<file path="config.mk">
export PLATFORM = sky130hd
export DESIGN_NAME = infix_to_postfix_converter_core
export DESIGN_NICKNAME = d
export VERILOG_FILES = /design/src/rtl/i2p_pkg.sv /design/src/rtl/i2p_front.sv /design/src/rtl/i2p_cmd_fifo.sv /design/src/rtl/i2p_back.sv /design/src/rtl/infix_to_postfix_converter_core.sv
export SDC_FILE = /design/constraint.sdc
export NUM_CORES = 1
export LEC_CHECK = 0
export BUFFER_PORTS_ARGS = -buffer_cell sky130_fd_sc_hd__buf_2
export CAP_MARGIN = 5
export CORE_ASPECT_RATIO = 0.6
export CORE_UTILIZATION = 35
export CTS_CLUSTER_SIZE = 30
export DETAILED_ROUTE_END_ITERATION = 12
export HOLD_SLACK_MARGIN = 0.06
export PLACE_DENSITY_LB_ADDON = 0.05
export SYNTH_ARGS = -nofsm -noshare
export SYNTH_HDL_FRONTEND = slang
export SYNTH_SLANG_ARGS = --single-unit
</file>
<file path="constraint.sdc">
create_clock -name clk -period 9.2 [get_ports clk]
set_clock_uncertainty 0.1 [all_clocks]
set_input_delay 0.46 -clock clk [delete_from_list [all_inputs] [get_ports clk]]
set_output_delay 0.46 -clock clk [all_outputs]
set_load 0.05 [all_outputs]
</file>
<file path="src/rtl/i2p_pkg.sv">
// Shared types, codes and constants of the infix-to-postfix converter.
`timescale 1ns / 1ps

package i2p_pkg;

	localparam int STORE_DEPTH_DEF = 32;

	localparam int KIND_W = 2;
	localparam int OP_W   = 4;
	localparam int DATA_W = 32;
	localparam int PREC_W = 2;
	localparam int CAP_W  = 6;

	localparam int APB_DATA_W = 32;
	localparam int APB_ADDR_W = 3;

	localparam logic [CAP_W-1:0] CAP_RESET = 6'd32;

	// register index, taken from the word address of paddr
	localparam logic REG_CAP = 1'b0;

	localparam logic [KIND_W-1:0] KIND_NONE     = 2'd0;
	localparam logic [KIND_W-1:0] KIND_OPERAND  = 2'd1;
	localparam logic [KIND_W-1:0] KIND_OPERATOR = 2'd2;

	localparam logic [OP_W-1:0] OP_NONE  = 4'd0;
	localparam logic [OP_W-1:0] OP_PLUS  = 4'd1;
	localparam logic [OP_W-1:0] OP_MINUS = 4'd2;
	localparam logic [OP_W-1:0] OP_MUL   = 4'd3;
	localparam logic [OP_W-1:0] OP_DIV   = 4'd4;
	localparam logic [OP_W-1:0] OP_MOD   = 4'd5;
	localparam logic [OP_W-1:0] OP_EXP   = 4'd6;
	localparam logic [OP_W-1:0] OP_SQRT  = 4'd7;
	localparam logic [OP_W-1:0] OP_OPEN  = 4'd8;
	localparam logic [OP_W-1:0] OP_CLOSE = 4'd9;

	localparam logic ST_OK   = 1'b0;
	localparam logic ST_FULL = 1'b1;

	// command queue between front and back
	localparam int QUEUE_DEPTH = 2;
	localparam int QPTR_W      = $clog2(QUEUE_DEPTH);

	typedef enum logic [2:0] {
		CLS_IGNORE,
		CLS_OPERAND,
		CLS_OPEN,
		CLS_CLOSE,
		CLS_OPER
	} cmd_cls_t;

	typedef struct packed {
		cmd_cls_t                 cls;
		logic [OP_W-1:0]          op;
		logic [PREC_W-1:0]        prec;
		logic signed [DATA_W-1:0] value;
	} cmd_t;

	function automatic logic [PREC_W-1:0] prec_of(input logic [OP_W-1:0] code);
		logic [PREC_W-1:0] p;
		unique case (code)
			OP_PLUS, OP_MINUS:       p = 2'd1;
			OP_MUL, OP_DIV, OP_MOD:  p = 2'd2;
			OP_EXP, OP_SQRT:         p = 2'd3;
			default:                 p = 2'd0;
		endcase
		return p;
	endfunction

endpackage

</file>
<file path="src/rtl/i2p_front.sv">
// Front end: accepts token requests and classifies them into queue commands.
`timescale 1ns / 1ps

module i2p_front (
	input  logic                                   tok_valid,
	output logic                                   tok_ready,
	input  logic [i2p_pkg::KIND_W-1:0]             token_kind,
	input  logic [i2p_pkg::OP_W-1:0]               operator_code,
	input  logic signed [i2p_pkg::DATA_W-1:0]      operand_value,
	input  logic                                   q_full,
	output logic                                   q_push,
	output i2p_pkg::cmd_t                          q_cmd
);

	i2p_pkg::cmd_cls_t cls;

	always_comb begin
		unique case (token_kind)
			i2p_pkg::KIND_OPERAND: cls = i2p_pkg::CLS_OPERAND;
			i2p_pkg::KIND_OPERATOR: begin
				if (operator_code == i2p_pkg::OP_OPEN) begin
					cls = i2p_pkg::CLS_OPEN;
				end else if (operator_code == i2p_pkg::OP_CLOSE) begin
					cls = i2p_pkg::CLS_CLOSE;
				end else begin
					cls = i2p_pkg::CLS_OPER;
				end
			end
			default: cls = i2p_pkg::CLS_IGNORE;
		endcase
	end

	assign tok_ready    = !q_full;
	assign q_push       = tok_valid && !q_full;
	assign q_cmd.cls    = cls;
	assign q_cmd.op     = operator_code;
	assign q_cmd.prec   = i2p_pkg::prec_of(operator_code);
	assign q_cmd.value  = operand_value;

endmodule

</file>
<file path="src/rtl/i2p_cmd_fifo.sv">
// Short command queue between the front end and the stack engine.
`timescale 1ns / 1ps

module i2p_cmd_fifo (
	input  logic          clk,
	input  logic          arst_n,
	input  logic          push,
	input  i2p_pkg::cmd_t push_cmd,
	output logic          full,
	input  logic          pop,
	output logic          head_valid,
	output i2p_pkg::cmd_t head_cmd
);

	i2p_pkg::cmd_t                entry_q [i2p_pkg::QUEUE_DEPTH];
	logic [i2p_pkg::QPTR_W:0]     wr_ptr_q;
	logic [i2p_pkg::QPTR_W:0]     rd_ptr_q;

	assign full = (wr_ptr_q[i2p_pkg::QPTR_W] != rd_ptr_q[i2p_pkg::QPTR_W]) &&
		(wr_ptr_q[i2p_pkg::QPTR_W-1:0] == rd_ptr_q[i2p_pkg::QPTR_W-1:0]);
	assign head_valid = (wr_ptr_q != rd_ptr_q);
	assign head_cmd   = entry_q[rd_ptr_q[i2p_pkg::QPTR_W-1:0]];

	always_ff @(posedge clk) begin
		if (push) begin
			entry_q[wr_ptr_q[i2p_pkg::QPTR_W-1:0]] <= push_cmd;
		end
	end

	always_ff @(posedge clk or negedge arst_n) begin
		if (!arst_n) begin
			wr_ptr_q <= '0;
			rd_ptr_q <= '0;
		end else begin
			if (push) begin
				wr_ptr_q <= wr_ptr_q + 1'b1;
			end
			if (pop) begin
				rd_ptr_q <= rd_ptr_q + 1'b1;
			end
		end
	end

endmodule

</file>
<file path="src/rtl/i2p_back.sv">
// Back end: operator stack memory, pop sequencer and result output register.
`timescale 1ns / 1ps

module i2p_back #(
	parameter int STORE_DEPTH = i2p_pkg::STORE_DEPTH_DEF,
	localparam int CNT_W  = $clog2(STORE_DEPTH + 1),
	localparam int ADDR_W = $clog2(STORE_DEPTH)
) (
	input  logic                               clk,
	input  logic                               arst_n,
	input  logic                               restart,
	input  logic [CNT_W-1:0]                   cap_eff,
	input  logic                               cmd_valid,
	input  i2p_pkg::cmd_t                      cmd,
	output logic                               cmd_pop,
	output logic                               res_valid,
	input  logic                               res_ready,
	output logic                               is_status,
	output logic [i2p_pkg::KIND_W-1:0]         out_kind,
	output logic [i2p_pkg::OP_W-1:0]           out_operator,
	output logic signed [i2p_pkg::DATA_W-1:0]  out_value,
	output logic                               status_code,
	output logic                               last,
	output logic [CNT_W-1:0]                   depth,
	output logic [CNT_W-1:0]                   ocnt
);

	localparam logic S_RUN  = 1'b0;
	localparam logic S_STAT = 1'b1;

	logic                      state_q, state_d;
	logic [CNT_W-1:0]          depth_q, depth_d;
	logic [CNT_W-1:0]          ocnt_q, ocnt_d;

	logic [i2p_pkg::OP_W-1:0]  stack_mem [STORE_DEPTH];
	logic [i2p_pkg::OP_W-1:0]  rd_q;
	logic                      byp_q;
	logic [i2p_pkg::OP_W-1:0]  byp_op_q;
	logic [i2p_pkg::OP_W-1:0]  tos;
	logic [CNT_W-1:0]          rd_wide;
	logic [ADDR_W-1:0]         raddr;

	logic                      we;
	logic                      out_free;
	logic                      store_full;
	logic [CNT_W:0]            used;
	logic                      close_go;
	logic                      oper_go;

	logic                               emit;
	logic                               o_st;
	logic [i2p_pkg::KIND_W-1:0]         o_kind;
	logic [i2p_pkg::OP_W-1:0]           o_op;
	logic signed [i2p_pkg::DATA_W-1:0]  o_val;
	logic                               o_code;

	logic                               res_valid_q;
	logic                               is_status_q;
	logic [i2p_pkg::KIND_W-1:0]         out_kind_q;
	logic [i2p_pkg::OP_W-1:0]           out_operator_q;
	logic signed [i2p_pkg::DATA_W-1:0]  out_value_q;
	logic                               status_code_q;

	// the top entry is read ahead into a register from the next depth; a fresh push bypasses the memory
	assign tos        = byp_q ? byp_op_q : rd_q;
	assign rd_wide    = depth_d - CNT_W'(1);
	assign raddr      = rd_wide[ADDR_W-1:0];

	assign out_free   = !res_valid_q || res_ready;
	assign used       = {1'b0, ocnt_q} + {1'b0, depth_q};
	assign store_full = (used >= {1'b0, cap_eff});
	assign close_go   = (depth_q != '0) && (tos != i2p_pkg::OP_OPEN);
	assign oper_go    = (depth_q != '0) && (cmd.prec < i2p_pkg::prec_of(tos));

	always_comb begin
		state_d = state_q;
		depth_d = depth_q;
		ocnt_d  = ocnt_q;
		we      = 1'b0;
		cmd_pop = 1'b0;
		emit    = 1'b0;
		o_st    = 1'b0;
		o_kind  = i2p_pkg::KIND_NONE;
		o_op    = i2p_pkg::OP_NONE;
		o_val   = '0;
		o_code  = i2p_pkg::ST_OK;
		if (restart) begin
			state_d = S_RUN;
			depth_d = '0;
			ocnt_d  = '0;
		end else if (out_free) begin
			unique case (state_q)
				S_STAT: begin
					emit    = 1'b1;
					o_st    = 1'b1;
					cmd_pop = 1'b1;
					state_d = S_RUN;
				end
				S_RUN: begin
					if (cmd_valid) begin
						emit = 1'b1;
						unique case (cmd.cls)
							i2p_pkg::CLS_OPERAND: begin
								if (store_full) begin
									o_st    = 1'b1;
									o_code  = i2p_pkg::ST_FULL;
									cmd_pop = 1'b1;
								end else begin
									o_kind  = i2p_pkg::KIND_OPERAND;
									o_val   = cmd.value;
									ocnt_d  = ocnt_q + 1'b1;
									state_d = S_STAT;
								end
							end
							i2p_pkg::CLS_OPEN: begin
								o_st    = 1'b1;
								cmd_pop = 1'b1;
								if (store_full) begin
									o_code = i2p_pkg::ST_FULL;
								end else begin
									we      = 1'b1;
									depth_d = depth_q + 1'b1;
								end
							end
							i2p_pkg::CLS_CLOSE: begin
								if (close_go) begin
									o_kind  = i2p_pkg::KIND_OPERATOR;
									o_op    = tos;
									depth_d = depth_q - 1'b1;
									ocnt_d  = ocnt_q + 1'b1;
								end else begin
									// drop the matching bracket, if any
									o_st    = 1'b1;
									cmd_pop = 1'b1;
									if (depth_q != '0) begin
										depth_d = depth_q - 1'b1;
									end
								end
							end
							i2p_pkg::CLS_OPER: begin
								if (oper_go) begin
									o_kind  = i2p_pkg::KIND_OPERATOR;
									o_op    = tos;
									depth_d = depth_q - 1'b1;
									ocnt_d  = ocnt_q + 1'b1;
								end else begin
									o_st    = 1'b1;
									cmd_pop = 1'b1;
									if (store_full) begin
										o_code = i2p_pkg::ST_FULL;
									end else begin
										we      = 1'b1;
										depth_d = depth_q + 1'b1;
									end
								end
							end
							default: begin
								o_st    = 1'b1;
								cmd_pop = 1'b1;
							end
						endcase
					end
				end
			endcase
		end
	end

	always_ff @(posedge clk) begin
		if (we) begin
			stack_mem[depth_q[ADDR_W-1:0]] <= cmd.op;
		end
		rd_q     <= stack_mem[raddr];
		byp_q    <= we;
		byp_op_q <= cmd.op;
	end

	always_ff @(posedge clk) begin
		if (emit) begin
			is_status_q    <= o_st;
			out_kind_q     <= o_kind;
			out_operator_q <= o_op;
			out_value_q    <= o_val;
			status_code_q  <= o_code;
		end
	end

	always_ff @(posedge clk or negedge arst_n) begin
		if (!arst_n) begin
			state_q     <= S_RUN;
			depth_q     <= '0;
			ocnt_q      <= '0;
			res_valid_q <= 1'b0;
		end else begin
			state_q <= state_d;
			depth_q <= depth_d;
			ocnt_q  <= ocnt_d;
			if (emit) begin
				res_valid_q <= 1'b1;
			end else if (res_ready) begin
				res_valid_q <= 1'b0;
			end
		end
	end

	assign res_valid    = res_valid_q;
	assign is_status    = is_status_q;
	assign out_kind     = out_kind_q;
	assign out_operator = out_operator_q;
	assign out_value    = out_value_q;
	assign status_code  = status_code_q;
	assign last         = is_status_q;
	assign depth        = depth_q;
	assign ocnt         = ocnt_q;

endmodule

</file>
<file path="src/rtl/infix_to_postfix_converter_core.sv">
// Top level of the shunting-yard infix-to-postfix converter.
`timescale 1ns / 1ps

// Usage:
//   Token requests enter on tok_valid/tok_ready with token_kind, operator_code
//   and operand_value. Results leave on res_valid/res_ready; every request
//   yields zero or more emitted tokens (operands or popped operators) and then
//   exactly one status item with is_status and last high and status_code set
//   (store full when an operand or push did not fit).
//   Flow: a request passes the command queue and then the output register before
//   its first result is valid. The stack engine produces one result per cycle
//   while the receiver does not stall, and a request yields 1 to STORE_DEPTH + 1
//   results in the back end; the pop loop over the operator stack sets this
//   figure.
//   A two-entry command queue lets the front accept requests while the back
//   end is still popping, and the output register holds a result while the
//   receiver stalls; the back end then waits and the queue fills, after which
//   tok_ready drops.
//   Configuration: an APB write of capacity_in_use at byte address 0 restarts
//   the conversion (stack and output count go to zero). Capacities beyond
//   STORE_DEPTH act as STORE_DEPTH.
//   Reset: capacity 32, stack and counts empty; the stack memory needs no
//   clearing pass, so requests are taken as soon as reset is released.
module infix_to_postfix_converter_core #(
	parameter int STORE_DEPTH = i2p_pkg::STORE_DEPTH_DEF
) (
	input  logic                                    clk,
	input  logic                                    arst_n,
	// APB configuration port
	input  logic                                    psel,
	input  logic                                    penable,
	input  logic                                    pwrite,
	input  logic [i2p_pkg::APB_ADDR_W-1:0]          paddr,
	input  logic [i2p_pkg::APB_DATA_W-1:0]          pwdata,
	output logic [i2p_pkg::APB_DATA_W-1:0]          prdata,
	output logic                                    pready,
	// token requests
	input  logic                                    tok_valid,
	output logic                                    tok_ready,
	input  logic [i2p_pkg::KIND_W-1:0]              token_kind,
	input  logic [i2p_pkg::OP_W-1:0]                operator_code,
	input  logic signed [i2p_pkg::DATA_W-1:0]       operand_value,
	// results
	output logic                                    res_valid,
	input  logic                                    res_ready,
	output logic                                    is_status,
	output logic [i2p_pkg::KIND_W-1:0]              out_kind,
	output logic [i2p_pkg::OP_W-1:0]                out_operator,
	output logic signed [i2p_pkg::DATA_W-1:0]       out_value,
	output logic                                    status_code,
	output logic                                    last
);

	localparam int CNT_W = $clog2(STORE_DEPTH + 1);

	logic [i2p_pkg::CAP_W-1:0]  cap_q;
	logic [CNT_W-1:0]           cap_eff;
	logic                       cfg_wr;
	logic                       reg_idx;

	logic                       q_push;
	logic                       q_full;
	logic                       q_pop;
	logic                       q_valid;
	i2p_pkg::cmd_t              q_in;
	i2p_pkg::cmd_t              q_head;

	logic [CNT_W-1:0]           depth;
	logic [CNT_W-1:0]           ocnt;

	// Register decode: word index from the byte address.
	assign reg_idx = paddr[2];
	assign pready  = 1'b1;
	assign cfg_wr  = psel && penable && pwrite && (reg_idx == i2p_pkg::REG_CAP);
	assign prdata  = (reg_idx == i2p_pkg::REG_CAP) ?
		{{(i2p_pkg::APB_DATA_W - i2p_pkg::CAP_W){1'b0}}, cap_q} : '0;

	always_ff @(posedge clk or negedge arst_n) begin
		if (!arst_n) begin
			cap_q <= i2p_pkg::CAP_RESET;
		end else if (cfg_wr) begin
			cap_q <= pwdata[i2p_pkg::CAP_W-1:0];
		end
	end

	// Clamp the capacity to the physical store.
	assign cap_eff = (int'(cap_q) > STORE_DEPTH) ? CNT_W'(STORE_DEPTH) : CNT_W'(cap_q);

	i2p_front u_front (
		.tok_valid     (tok_valid),
		.tok_ready     (tok_ready),
		.token_kind    (token_kind),
		.operator_code (operator_code),
		.operand_value (operand_value),
		.q_full        (q_full),
		.q_push        (q_push),
		.q_cmd         (q_in)
	);

	i2p_cmd_fifo u_fifo (
		.clk        (clk),
		.arst_n     (arst_n),
		.push       (q_push),
		.push_cmd   (q_in),
		.full       (q_full),
		.pop        (q_pop),
		.head_valid (q_valid),
		.head_cmd   (q_head)
	);

	i2p_back #(
		.STORE_DEPTH (STORE_DEPTH)
	) u_back (
		.clk          (clk),
		.arst_n       (arst_n),
		.restart      (cfg_wr),
		.cap_eff      (cap_eff),
		.cmd_valid    (q_valid),
		.cmd          (q_head),
		.cmd_pop      (q_pop),
		.res_valid    (res_valid),
		.res_ready    (res_ready),
		.is_status    (is_status),
		.out_kind     (out_kind),
		.out_operator (out_operator),
		.out_value    (out_value),
		.status_code  (status_code),
		.last         (last),
		.depth        (depth),
		.ocnt         (ocnt)
	);

`ifndef SYNTHESIS
	// Stacked plus emitted tokens never exceed the usable store.
	a_store_bound: assert property (@(posedge clk) disable iff (!arst_n)
		({1'b0, depth} + {1'b0, ocnt}) <= {1'b0, cap_eff})
		else $error("token store holds more than its capacity");

	// Retiring a command always leaves a status item in the output register.
	a_retire_status: assert property (@(posedge clk) disable iff (!arst_n)
		q_pop |=> (res_valid && is_status && last))
		else $error("command retired without a status item");

	// Emitted tokens carry no status and are never marked last.
	a_token_clean: assert property (@(posedge clk) disable iff (!arst_n)
		(res_valid && !is_status) |-> (!last && (status_code == i2p_pkg::ST_OK)))
		else $error("emitted token carries status bits");
`endif

endmodule

</file>
-- Yosys cells after proc, flatten, opt, wreduce, memory -nomap -nowiden
Memory sizes are Yosys's and may differ from the RTL's. A register that Yosys moved wholly into a read port is not among the register bits.
Index checks and enable logic that the tools add are counted.
- register bits: 69
- bits in latches: 0
- memory bits (writable): 210
- bits in read-only memories: 0
- input port bits: 80
- output and inout port bits: 76
- word-level logic and storage cells: 150
- memories: 2
- add/sub/neg operators: 7
- $mul: 0
- div/mod/pow operators: 0
- $lt $le $gt $ge: 3
- equality and inequality tests: 30
- shifts and indexed selects: 0
- muxes and demuxes: 64
- bitwise logic cells: 5
- reduce and logical (&&, ||, !) cells: 25
- memory list (memory ; depth ; width ; read ports ; clocked after memory_dff ; write ports ; line ; source):
    u_back.stack_mem ; 32 ; 4 ; 1 ; 1 ; 1 ; i2p_back.sv:35 ; logic [i2p_pkg::OP_W-1:0] stack_mem [STORE_DEPTH];
    u_fifo.entry_q ; 2 ; 41 ; 1 ; 0 ; 1 ; i2p_cmd_fifo.sv:15 ; i2p_pkg::cmd_t entry_q [i2p_pkg::QUEUE_DEPTH];
- operators by type and width (operator ; number):
    $mux 6 ; 17
    $pmux 6 s3 ; 2
    $eq 4x3->1 const B ; 8
    $mux 1 ; 27
    $pmux 2 s3 ; 3
    $eq 4x2->1 const B ; 4
    $add 6x1->6 const B ; 2
    $mux 4 ; 3
    $pmux 1 s2 ; 5
    $reduce_or 2->1 ; 5
    $eq 4x1->1 const B ; 2
    $eq 4x4->1 const B ; 2
    $pmux 4 s2 ; 1
    $add 6x6->7 ; 1
    $ge 7x6->1 ; 1
    $logic_and 1x1->1 ; 7
    $reduce_and 7->1 ; 1
    $eq 3x2->1 const B ; 2
    $gt 6x6->1 const B ; 1
    $mux 3 ; 2
    $ne 3x2->1 const B ; 2
    $pmux 3 s2 ; 1
    $reduce_bool 2->1 ; 3
    $reduce_bool 6->1 ; 1
    other kinds (23) ; 31

-- Logic depth before layout (Yosys ltp)
Gate-level depths: netlist of run 1.
- depth in word-level cells: 14
- depth in mapped cells: 21
- gate-level depth less buffers: 19

-- Modules after synthesis
Synthesis of run 1 repeated with hierarchy kept, for this count alone.
- cells, all modules: 816
- area, all modules: 12956.2 um^2
- by module, submodules not included (module ; instances ; cells an instance ; area an instance (um^2) ; sequential area each (um^2)):
    i2p_back ; 1 ; 565 ; 8675.8 ; 5575.3
    i2p_cmd_fifo ; 1 ; 143 ; 3337.0 ; 2562.5
    infix_to_postfix_converter_core ; 1 ; 55 ; 544.3 ; 151.4
    i2p_front ; 1 ; 53 ; 399.1 ; 0.0

-- Worst setup path before layout of run 1
Ideal clock, no wire load.
- path type: flip-flop to flip-flop
- start: register u_back.depth_q[0] (netlist: u_back.depth[0])
- end: register u_back.rd_q[2] in the netlist's numbering, read port of u_back.stack_mem
- library setup time: 116 ps
- data arrival time: 4368 ps
- path slack: 4616 ps
- cell stages (with the launch flop): 22
- cell sequence: dfrtp_1 > ha_1 > inv_1 > fa_1 > nand2b_1 > a21oi_1 > xor2_1 > ha_1 > a21oi_1 > o21ai_0 > a211oi_2 > buf_2 > nand2_1 > o22ai_1 > a32o_1 > inv_1 > ha_1 > clkbuf_1 > mux4_2 > mux2i_1 > nand3_1 > and4_1
- word-level cells in the longest chain between the ends: 10
- elaborated cells on any way between the ends: 17
- classes of those cells: add/sub: 4; order compare: 1; mux: 9; reduce/logical: 3
- RTL lines (what ; line ; source):
    start, declared ; i2p_back.sv:32 ; logic [CNT_W-1:0] depth_q, depth_d;
    start signal, assigned ; i2p_back.sv:195 ; depth_q <= depth_d;
    $add 6x6->7 ; i2p_back.sv:70 ; assign used = {1'b0, ocnt_q} + {1'b0, depth_q};
    $ge 7x6->1 ; i2p_back.sv:71 ; assign store_full = (used >= {1'b0, cap_eff});
    $mux 6 ; i2p_back.sv:118, i2p_back.sv:149 ;
    $mux 6 ; i2p_back.sv:141 ; if (oper_go) begin
    $pmux 6 s3 (*) ; i2p_back.sv:102 ; unique case (cmd.cls)
    $mux 6 (*) ; i2p_back.sv:100 ; if (cmd_valid) begin
    $mux 6 (*) ; i2p_back.sv:92 ; unique case (state_q)
    $mux 6 (*) ; i2p_back.sv:91 ; end else if (out_free) begin
    $mux 6 (*) ; i2p_back.sv:87 ; if (restart) begin
    named net u_back.depth_d[1] ; i2p_back.sv:32 ;
    $sub 5x1->5 (*) ; i2p_back.sv:66 ; assign rd_wide = depth_d - CNT_W'(1);
    end, declared ; i2p_back.sv:36 ; logic [i2p_pkg::OP_W-1:0] rd_q;
The timed path passes the listed nets; every way through them passes the cells marked *.
A chain may end at the register's enable or synchronous reset.

-- Worst setup path in the final report of run 1
- start: register u_back.depth_q[0] (netlist: u_back.depth[0])
- end: register u_back.rd_q[1] in the netlist's numbering, read port of u_back.stack_mem
- word-level cells in the longest chain between the ends: 10
- elaborated cells on any way between the ends: 17
- classes of those cells: add/sub: 4; order compare: 1; mux: 9; reduce/logical: 3
- RTL lines (what ; line):
    $add 6x6->7 ; i2p_back.sv:70
    $ge 7x6->1 ; i2p_back.sv:71
    $mux 6 ; i2p_back.sv:118, i2p_back.sv:149
    $mux 6 ; i2p_back.sv:141
    $pmux 6 s3 ; i2p_back.sv:102
    $mux 6 ; i2p_back.sv:100
    $mux 6 ; i2p_back.sv:92
    $mux 6 (*) ; i2p_back.sv:91
    $mux 6 (*) ; i2p_back.sv:87
    named net u_back.depth_d[0] ; i2p_back.sv:32
    $sub 5x1->5 (*) ; i2p_back.sv:66
Marks and branches as above.

==> reports/results.txt, run 1 <==
The flow ran to the end, and the final reports show no timing, DRC or antenna violations. The tools report the data arrival time of the critical path as 6.53 ns. The region available for standard cell placement spans 34,100 sq um. The critical path in this run is classified as flop to flop. edfxtp_1 takes more of the synthesized area than any other cell.

Hold timing on the final database bottoms out at a slack of 0.142 ns. The share of the cycle needed by the critical path after routing was 0.670; the initial antenna violation count was 0. By count the netlist is led by edfxtp_1 (250), nor2_1 (93), mux2i_1 (55), nand2_1 (48).

OpenSTA, run right after detailed placement, puts the worst setup slack at 3.01 ns. met1 is the most crowded layer. In this run, synthesis produced a sequential element count of 283.

For the die outline area, the log shows 35,800 sq um. The final hold violation count is 0. For this run, design rule violations remaining after detail routing come to 0.

The logs give 1 for the number of H-tree branching levels and 44 for the maximum number of pins on one net before global-route repair. In the final routed layout, each cell accounts on average for 18.5 um. In the synthesized netlist, the number of instances is 789. Count of buffers from port buffering: 100.

The effective utilization at floorplan is 0.359. Setup repair after global routing left no endpoint under its margin. The routed design has 26.4 mm of wire.

The run gives 0 as the antenna violation net count after detailed routing. The total via count in the routed design was 6,874; the number of distinct library cells after synthesis was 77. Setup slack on the worst reg-to-reg path comes out at 3.04 ns. After detailed routing, the number of vias per cell comes to 4.82. The first TritonRoute pass finished after 5 iterations.

The logs give 0 for the reported max-cap violation count and 3,118 for the count of fill cells added during filler insertion. The number of enable-type register cells in the synthesized netlist works out to 250. Share of post-route cells with drive strength above 1: 0.214.

STA classifies the critical path endpoint as a flop. The first global-routing pass estimated 40.6 mm of wire. For the finished layout, the period the worst path requires is 6.16 ns. After routing, the total negative slack on setup checks comes to 0 ns.

Yosys instantiated no cell more often than edfxtp_1. The number of core rows was 52; the top-level I/O count was 156. Post-synthesis sequential area ratio: 0.677. The run gives 3 as the maximum clock path buffer count.

TritonCTS built the clock tree. The worst path meets setup with 3.04 ns of slack. The number of cells upsized or downsized after cts was 0; the synthesized area divided by synthesized cell count was 15.5 sq um. At the pin with the least slew margin, the transition time is 0.884 ns.

Including well taps, the total number of placed cells is 1,327. For the placer's final routability congestion estimate, the log shows 0.840. Leftover overflow at the end of global routing: 0. The met1 routing resource usage after global routing is 0.227. The number of slew-limit violations in the final report was 0. The number of inserted diodes was 0. The cell area after synthesis was 12,200 sq um; the final cell count without fillers was 1,425. Buffers added to address setup during post-CTS repair amount to 0. Counting every sink on the clock net gives 283. The final total power was 5.64 mW. The tools report the root buffer selected by CTS as clkbuf_16. Detailed placement ended at an HPWL of 17.4 mm. Fraction of registers with async set or reset after synthesis: 0.0848.

The number of setup violations in the final report was 0; the number of design-rule violations left by the first detailed-router iteration was 468. The run gives 0.219 as the met2 track demand over resource in global routing. The run gives 44 as the hold buffer count at cts. For this run, the number of Yosys warnings is 0. The top cell type's share of synthesized area came out at 0.613. In this run the power density over the cells is 391 nW/um^2. By area the synthesized netlist is led by edfxtp_1 (61%), mux4_2 (5.5%), dfrtp_1 (4.7%). Clock-pin slew on the worst setup and hold paths: 0.06 ns.

After the last flow step, the layout net total stands at 1,046. At the later pin of the worst-skew pair, clock insertion delay measures 0.58 ns. Across the VDD grid, the largest voltage drop is 224 uV. STA classifies the critical path startpoint as a flop. The tools report the leakage component of the power as 5.31 nW. In this run the worst hold path is classified as primary input to flop.

The width of the die works out to 243 um. The maximum fanout encountered on the critical timing path is 33. Relative to the synthesized area, the layout overhead comes to 17.7%. At the worst endpoint, the required time is 9.57 ns. The floorplan step set the die height to 147 um.

The most used flip-flop cell after synthesis is edfxtp_1. The global-route track usage on met3 was 0.0287. For the CTS buffer count, the log shows 29. The global router's overall resource usage is 0.149. The worst slew slack as a fraction of its limit is 0.409, and the number of global-route vias before repair is 6,953. Based on the critical path, the design can be clocked at up to 0.162 GHz.
## state kept, by name (all words and copies together), names as in the netlist
signal and cells:
u_back.out_kind 2, u_back.depth 6, u_back.status_code 1, u_back.is_status 1, u_fifo.wr_ptr_q 2, cap_q 6
u_back.rd_q 4, u_back.byp_op_q 4, u_back.res_valid 1, u_back.ocnt 6, u_back.out_operator 4, u_fifo.entry_q 82
u_back.out_value 32, u_back.byp_q 1, u_back.state_q 1, u_back.stack_mem 128, u_fifo.rd_ptr_q 2
## worst max-delay path: stages (launching register included)
cell      delay, ns
dfrtp_1        0.53
ha_1           0.23
inv_1          0.05
fa_1           0.40
nand2b_1       0.18
a21oi_1        0.16
xor2_1         0.21
ha_1           0.27
a21oi_1        0.15
o21ai_0        0.11
a211oi_2       0.76
o21ai_2        0.11
a32o_2         0.35
inv_6          0.37
ha_2           0.85
mux4_2         0.40
mux2i_1        0.43
nand3_1        0.14
and4_1         0.22
## cells by family (layout without fill, tap and decap cells)
family | Yosys count | count (layout) | synth area share
DFF | 283 | 283 | 0.677
xor gates and xnor gates | 20 | 20 | 0.0165
adders and majority gates | 23 | 23 | 0.0241
buffers and inverters | 74 | 226 | 0.0395
and+or+nand+nor | 223 | 223 | 0.0881
other | 2 | 27 | 0.000613
AOI/OAI and AO/OA | 69 | 69 | 0.0425
muxes | 95 | 95 | 0.112
## cells in the final DEF (no fill, tap or decap), types with 6 or more instances in the layout
cell type	n
nand3_1	22
clkbuf_1	6
inv_1	19
mux2i_1	55
dfxtp_1	9
mux2_2	6
buf_4	7
clkbuf_16	29
edfxtp_1	250
dfrtp_1	22
nand2b_1	9
xnor2_1	12
nor3_1	6
xor2_1	6
nor2b_1	13
dlygate4sd3_1	44
buf_2	100
nand2_1	48
conb_1	27
clkinv_1	10
nor2_1	92
o21ai_0	8
mux4_2	30
ha_1	21
a21oi_1	18
## routing by layer
layer | routed length [um] | share of wire
met1 | 13100 | 0.50
met2 | 11500 | 0.43
met3 | 1370 | 0.052
met4 | 471 | 0.018
met5 | 0 | 0
## final timing paths
path                            cells after the start               start            endpoint
max in group asynchronous                           2              arst_n  u_fifo.rd_ptr_q[0]
worst max-delay path                               18     u_back.depth[0]      u_back.rd_q[1]
worst max register to register                     18     u_back.depth[0]      u_back.rd_q[1]
worst min register to register                      1  u_fifo.wr_ptr_q[1]  u_fifo.wr_ptr_q[1]
worst min-delay path                                3           tok_valid  u_fifo.wr_ptr_q[0]
min in group asynchronous                           2              arst_n  u_fifo.wr_ptr_q[0]
## final cells by class
class                      instances  area [sq um]  area share
sequential                       283          8290       0.575
multi-input combinational        457          3580       0.248
timing repair buffer             151           993      0.0689
clock buffer                      40           817      0.0567
tap                              459           574      0.0398
inverter                          21          83.8     0.00581
clock inverter                    14          82.6     0.00573
## power by group
group          leakage, nW  total [mW]  switching (mW)  internal, mW
clock network        0.438        1.12           0.495         0.622
logic                 2.17        2.56            1.67         0.892
registers             2.71        1.96           0.134          1.83
total                 5.31        5.64            2.30          3.34
## through the flow
stage / utilization / instance area (sq um)
CTS: 0.423 / 14400
global route: 0.423 / 14400
global placement: 0.384 / 13100
floorplan: - / 12300
finish: 0.423 / 14400
detailed placement: 0.384 / 13100
No activity file was read; power rests on OpenSTA's default activity.
==> run 2, diff against run 1 <==
==> constraint.sdc (replaced) <==
create_clock -name clk -period 5.19 [get_ports clk]
set_clock_uncertainty 0.1 [all_clocks]
set_input_delay 0.2595 -clock clk [delete_from_list [all_inputs] [get_ports clk]]
set_output_delay 0.2595 -clock clk [all_outputs]
set_load 0.05 [all_outputs]
==> reports/results.txt, run 2 (synthesized netlist as in run 1, its figures left out) <==
The count of fill cells added during filler insertion came out at 3,113 (-0.16%). The library cells used most frequently in the layout, excluding fill and tap cells, are edfxtp_1 (250), buf_2 (100), nor2_1 (92), mux2i_1 (54), nand2_1 (48). The number of slew-limit violations in the final report was 0 (unchanged); the share of the cycle needed by the critical path after routing was 0.931 (+0.262). The number of clock sinks seen by CTS is 283 (unchanged).

The tools report the final wirelength as 26.5 mm (+0.44%). Worst reg-to-reg path cell count: 19 (+1). The setup TNS after final layout was 0 ns (unchanged); the flip-flop count of the largest register, all copies and words added was 128 (unchanged).

The minimum setup slack in the final design was 0.356 ns (-2.68 ns); the effective utilization at floorplan was 0.359 (unchanged). Clock-pin slew on the worst setup and hold paths: 0.07 ns (about the same). The number of design-rule violations left by the first detailed-router iteration was 532 (+14%); the DRC violations left was 0 (unchanged). Pin slew with the least headroom to its limit: 1.13 ns (+0.241 ns). The tools report the net total in the final layout as 1,057 (+1.1%).

The maximum vdd ir drop was 470 uV (+110%). The CTS buffer count is 27 (-6.9%), and the power per cell area is 712 nW/um^2 (+82%). The clock period minus worst slack is 4.83 ns (-1.33 ns), and the worst slew slack as a fraction of its limit is 0.250 (-0.160). TritonCTS built the clock tree. For the clock latency on the worst-skew pair, the log shows 0.56 ns (-0.02 ns).

Relative to the synthesized area, the layout overhead comes to 19.3%. The run gives 10.4 mW (+85%) as the final total power. The most common cell after layout, fill and taps aside is edfxtp_1. In this run the clock root is driven by a clkbuf_16. The number of global-route vias before repair is 7,134 (+2.6%), and the leftover overflow at the end of global routing is 0 (unchanged). The number of H-tree branching levels is 1 (unchanged). STA classifies the critical path endpoint as a flop.

The logs give 17.9 mm (+3.1%) for the HPWL reported at the end of detailed placement and 0 (unchanged) for the number of setup violations in the final report. The critical path is of the flop to flop type. Setup repair after global routing left no endpoint under its margin. The final hold violation count was 0 (unchanged); the width of the die was 243 um (unchanged).

The run gives 3 (unchanged) as the maximum clock path buffer count. The maximum number of pins on one net before global-route repair was 43 (-2.3%). The antenna violation net count after detailed routing is 0 (unchanged). The run gives 0 (unchanged) as the reported max-cap violation count. The logs give 156 (unchanged) for the top-level I/O count and 0.151 (+0.00191) for the global router's overall resource usage. The run gives 0.364 ns (-2.64 ns) as the worst slack at placement. The placer's final routability congestion estimate is 0.858 (+2.1%), and the data arrival time of the critical path is 5.18 ns (-1.35 ns).

The run finished with clean final reports. The total via count in the routed design is 6,902 (+0.41%). The wire length of the first global-routing pass was 41.7 mm (+2.7%). The tools report the endpoint required time on the critical path as 5.54 ns (-4.03 ns). The worst setup path is launched from a flop.

The logs give 0 (unchanged) for the number of inserted diodes and 4 (-1) for the number of search-and-repair iterations in the first detailed-routing pass. The share of post-route cells with drive strength above 1 is 0.224 (+0.00930). Routed wirelength normalized by instance count: 18.5 um (-0.19%). The number of core rows came out at 52 (unchanged).

The count of buffers from port buffering is 100 (unchanged), and the maximum fanout encountered on the critical timing path is 32 (-3.0%). Leakage component of the power: 5.41 nW (+1.8%). The tools report the area of all sequential standard cells as 8290 sq um (unchanged).

Worst min-delay path category: primary input to async pin. The average vias per placed instance is 4.81 (-0.22%). The logs give 3580 sq um (about the same) for the total area of multi-input combinational cells and 0 (unchanged) for the initial antenna violation count. The run gives 35,800 sq um (unchanged) as the die outline area. The tools report the timing-limited maximum frequency as 0.207 GHz (+27%). Die outline height: 147 um (unchanged).

The area inside the core boundary was 34,100 sq um (unchanged).
[run 2: changes by cell type in the layout (fill, tap and decap cells not counted), sizes merged]
cell         previous run  this run
buf                   107       119
bufinv                  0         5
clkbuf                 40        33
clkinv                 12         9
dlygate4sd3            44        45
inv                    22        23
[run 2: area by class of cell]
class	instances	share of cell area
Multi-Input combinational cell	457	0.245
Clock inverter	17	0.0156
Tap cell	459	0.0393
Sequential cell	283	0.567
Timing Repair Buffer	164	0.0791
Clock buffer	33	0.0478
Inverter	21	0.00574
[run 2: power breakdown]
part / internal, mW / switching [mW] / leakage [nW]
Combinational: 1.82 / 3.06 / 2.25
Sequential: 3.24 / 0.212 / 2.71
Clock: 1.22 / 0.863 / 0.447
Total: 6.27 / 4.13 / 5.41
[run 2: per-stage QoR]
| step | hold slack (ns) | utilization | instances | area (sq um) |
|---|---|---|---|---|
| floorplan | -0.136 | - | 814 | 12300 |
| global route | 0.175 | 0.429 | 1434 | 14600 |
| CTS | 0.140 | 0.428 | 1434 | 14600 |
| global placement | 0.193 | 0.388 | 1339 | 13200 |
| detailed placement | 0.209 | 0.388 | 1339 | 13200 |
| finish | 0.148 | 0.429 | 1434 | 14600 |
[run 2: repair_timing]
action	4_1_cts	5_1_grt
resized for setup	0	1
setup buffers	0	0
hold endpoints to repair	111	0
setup endpoints to repair	0	1
hold buffers	45	0
[run 2: metal layers]
| layer | GRT usage | vias up | routed length, um |
|---|---|---|---|
| met5 | 0 | - | 0 |
| met4 | 0.0283 | 0 | 340 |
| met3 | 0.0303 | 30 | 1120 |
| met2 | 0.219 | 144 | 11300 |
| met1 | 0.235 | 3468 | 13800 |
| li1 | - | 3260 | - |
[run 2: worst max-delay path: stages (launching register included)]
cell,delay [ns]
dfrtp_1,0.42
ha_1,0.20
inv_1,0.06
fa_1,0.39
nand2b_1,0.18
a21oi_1,0.17
xor2_1,0.20
ha_1,0.27
a21oi_1,0.15
o21ai_0,0.10
a211oi_2,0.29
buf_12,0.17
o21ai_2,0.07
a32o_2,0.34
inv_6,0.08
buf_12,0.25
mux4_1,0.62
mux2i_2,0.26
nand3_1,0.12
and4_1,0.23
[run 2: path summary, 6_finish.rpt]
check,startpoint,to,slack (ns)
max,u_back.ocnt[0],u_back.rd_q[0],0.36
min,arst_n,cap_q[2],0.15
max reg2reg,u_back.ocnt[0],u_back.rd_q[0],0.36
min reg2reg,u_fifo.wr_ptr_q[1],u_fifo.wr_ptr_q[1],0.40
max in group asynchronous,arst_n,u_fifo.rd_ptr_q[0],4.41
min in group clk,token_kind[1],u_fifo.entry_q[1][39],0.16
==> run 3, diff against run 2 <==
--- a/config.mk
+++ b/config.mk
@@ -8,7 +8,7 @@
 export BUFFER_PORTS_ARGS = -buffer_cell sky130_fd_sc_hd__buf_2
 export CAP_MARGIN = 5
 export CORE_ASPECT_RATIO = 0.6
-export CORE_UTILIZATION = 35
+export CORE_UTILIZATION = 30
 export CTS_CLUSTER_SIZE = 30
 export DETAILED_ROUTE_END_ITERATION = 12
 export HOLD_SLACK_MARGIN = 0.06
==> reports/results.txt, run 3 (synthesized netlist as in run 1, its figures left out) <==
For the final total power, the log shows 10.5 mW (+0.46%). The path length in cells of the critical path is 21 (+2), and the placer's final routability congestion estimate is 0.798 (-6.9%). The run gives 56 (+7.7%) as the number of core rows.

For the final worst hold slack, the log shows 0.156 ns (+0.00777 ns). The setup TNS after final layout is 0 ns (unchanged), and the maximum number of pins on one net before global-route repair is 43 (unchanged). The die outline height was 158 um (+7.9%).

In this run the worst setup path begins at u_back.ocnt[0]. The clock latency on the worst-skew pair came out at 0.57 ns (about the same). The tools report the number of inserted diodes as 0 (unchanged).

The worst register-to-register path ends at u_back.rd_q[1]. The antenna violation net count after detailed routing was 0 (unchanged); the reported max-cap violation count was 0 (unchanged). The most critical setup path has its endpoint at u_back.rd_q[1]. Maximum vdd ir drop: 465 uV (-1.2%). The timing-limited maximum frequency was 0.207 GHz (+0.17%); the maximum fanout encountered on the critical timing path was 32 (unchanged).

The type of origin of the critical path is a flop. TritonCTS built the clock tree. Worst slack at placement: 0.383 ns (+0.0189 ns).

The run gives 0 (unchanged) as the final hold violation count. The logs give 0 (unchanged) for the number of slew-limit violations in the final report and 27.6 mm (+4.2%) for the final wirelength. Setup repair after global routing left no endpoint under its margin. The clock-pin slew on the worst setup and hold paths is 0.06 ns (about the same), and the number of clock sinks seen by CTS is 283 (unchanged). The leakage component of the power is 5.43 nW (+0.53%). The tools report the minimum setup slack in the final design as 0.364 ns (+0.00826 ns). For the number of global-route vias before repair, the log shows 7,159 (+0.35%).

Dominant delay contributor by cell family on the critical path: adder cells. Walking the worst path, the cells encountered are ha_1 -> inv_1 -> fa_1 -> nand2b_1 -> a21oi_1 -> xor2_1 -> ha_1 -> a21oi_1 -> o21ai_0 -> a211oi_2 -> buf_12 -> nand2_1 -> o22ai_1 -> a32o_1 -> inv_1 -> ha_1 -> buf_12 -> mux4_1 -> mux2i_1 -> nand3_1 -> and4_1. The worst min-delay path category is primary input to async pin. In this run the clock root is driven by a clkbuf_16.

The power per cell area works out to 711 nW/um^2 (-0.25%). The clock period minus worst slack works out to 4.83 ns (-0.00826 ns). Worst slew slack as a fraction of its limit: 0.244 (-0.00541). The cell with the largest stage delay on the worst path is dfrtp_1. HPWL reported at the end of detailed placement: 18.8 mm (+5.1%). The share of the cycle needed by the critical path after routing is 0.930 (-0.00159). For the number of search-and-repair iterations in the first detailed-routing pass, the log shows 4 (unchanged). The tools report the data arrival time of the critical path as 5.18 ns (about the same). Critical path class: flop to flop. The run gives 41,700 sq um (+16%) as the die outline area. In the layout the commonest cells are edfxtp_1 (250), buf_2 (100), nor2_1 (92), mux2i_1 (55), nand2_1 (48). Leaving out fill and tap cells, the most frequent cell in the layout is edfxtp_1. The count of buffering cells on the critical path with inverters included works out to 4 (unchanged). The largest stage delay on the critical path was 0.41 ns (-0.21 ns). The count of buffers from port buffering was 100 (unchanged); the global router's overall resource usage was 0.135 (-0.0160).

The flow ran to the end, and the final reports show no timing, DRC or antenna violations. The leftover overflow at the end of global routing came out at 0 (unchanged). CTS buffer count: 29 (+7.4%). Total via count in the routed design: 6,954 (+0.75%). The width of the die was 263 um (+7.9%); the number of H-tree branching levels was 1 (unchanged). Critical path endpoint category: a flop. The endpoint required time on the critical path is 5.54 ns (about the same). The routed wirelength normalized by instance count was 18.3 um (-0.94%). Cell with the most instances on the worst path: ha_1.

Pin slew with the least headroom to its limit: 1.13 ns (+0.00812 ns). The tools report the register-to-register path setup slack as 0.36 ns (about the same). The logs give 0 (unchanged) for the DRC violations left and 0.371 (-0.0575) for the final core utilization.

The flip-flop count of the largest register, all copies and words added came out at 128 (unchanged). Maximum clock path buffer count: 3 (unchanged). The net total in the final layout is 1,066 (+0.85%). For the number of design-rule violations left by the first detailed-router iteration, the log shows 383 (-28%). The top-level I/O count was 156 (unchanged). The worst reg-to-reg path cell count works out to 21 (+2). The wire length of the first global-routing pass is 42.9 mm (+3.0%), and the effective utilization at floorplan is 0.309 (-0.0504).

For the area inside the core boundary, the log shows 39,700 sq um (+16%). The layout-stage area growth over the synthesis result works out to 20.2%. Worst reg2reg path startpoint: u_back.ocnt[0].

The share of post-route cells with drive strength above 1 is 0.231 (+0.00765), and the average vias per placed instance is 4.61 (-4.2%). The number of setup violations in the final report came out at 0 (unchanged). The initial antenna violation count is 0 (unchanged). The tools report the count of buffers added by post-CTS timing repair for setup as 0 (unchanged).
[run 3: cell type report]
type                    count  area, sq um
flip-flops and latches    283         8290
repair buffers            171         1200
inverters                  21         83.8
well taps                 522          653
multi-input cells         457         3570
clock inverters            20          171
clock buffers              34          744
fillers                  3715        24900
[run 3: metal layers]
| layer | vias up | global-route usage | share of wire |
|---|---|---|---|
| li1 | 3266 | - | - |
| met1 | 3508 | 0.202 | 0.51 |
| met2 | 146 | 0.203 | 0.43 |
| met3 | 34 | 0.0264 | 0.044 |
| met4 | 0 | 0.0270 | 0.016 |
| met5 | - | 0 | 0 |
[run 3: power breakdown]
group,internal [mW],leakage [nW],switching [mW]
Sequential,3.24,2.71,0.222
Combinational,1.88,2.28,3.10
Clock,1.13,0.446,0.887
[run 3: worst reg2reg max path, cell delays in order (launching register included)]
cell	delay (ns)
dfrtp_1	0.41
ha_1	0.18
inv_1	0.05
fa_1	0.39
nand2b_1	0.18
a21oi_1	0.16
xor2_1	0.20
ha_1	0.27
a21oi_1	0.15
o21ai_0	0.11
a211oi_2	0.29
buf_12	0.18
nand2_1	0.06
o22ai_1	0.15
a32o_1	0.20
inv_1	0.06
ha_1	0.31
buf_12	0.24
mux4_1	0.38
mux2i_1	0.31
nand3_1	0.12
and4_1	0.22
[run 3: worst min-delay path by stage]
| stage | from | to | slack, ns | depth (start not counted) |
|---|---|---|---|---|
| 5_1_grt | arst_n | u_fifo.rd_ptr_q[1] | 0.20 | 2 |
| 2_1_floorplan | arst_n | cap_q[0] | -0.14 | 0 |
| 3_3_place_gp | arst_n | cap_q[2] | 0.20 | 1 |
| 3_5_place_dp | arst_n | cap_q[4] | 0.21 | 1 |
| 4_1_cts | arst_n | cap_q[0] | 0.16 | 2 |
| 6_report | arst_n | u_fifo.rd_ptr_q[1] | 0.16 | 2 |
[run 3: timing repair]
action / in CTS / in global routing
hold buffers: 45 / 0
endpoints found under the hold margin: 111 / 0
gates resized for setup: 0 / 0
[run 3: metrics by stage]
step / std cells / cell area (sq um)
after detailed placement: 1409 / 13300
after global routing: 1508 / 14700
after floorplan: 814 / 12300
final: 1508 / 14700
after global placement: 1409 / 13300
after CTS: 1508 / 14700
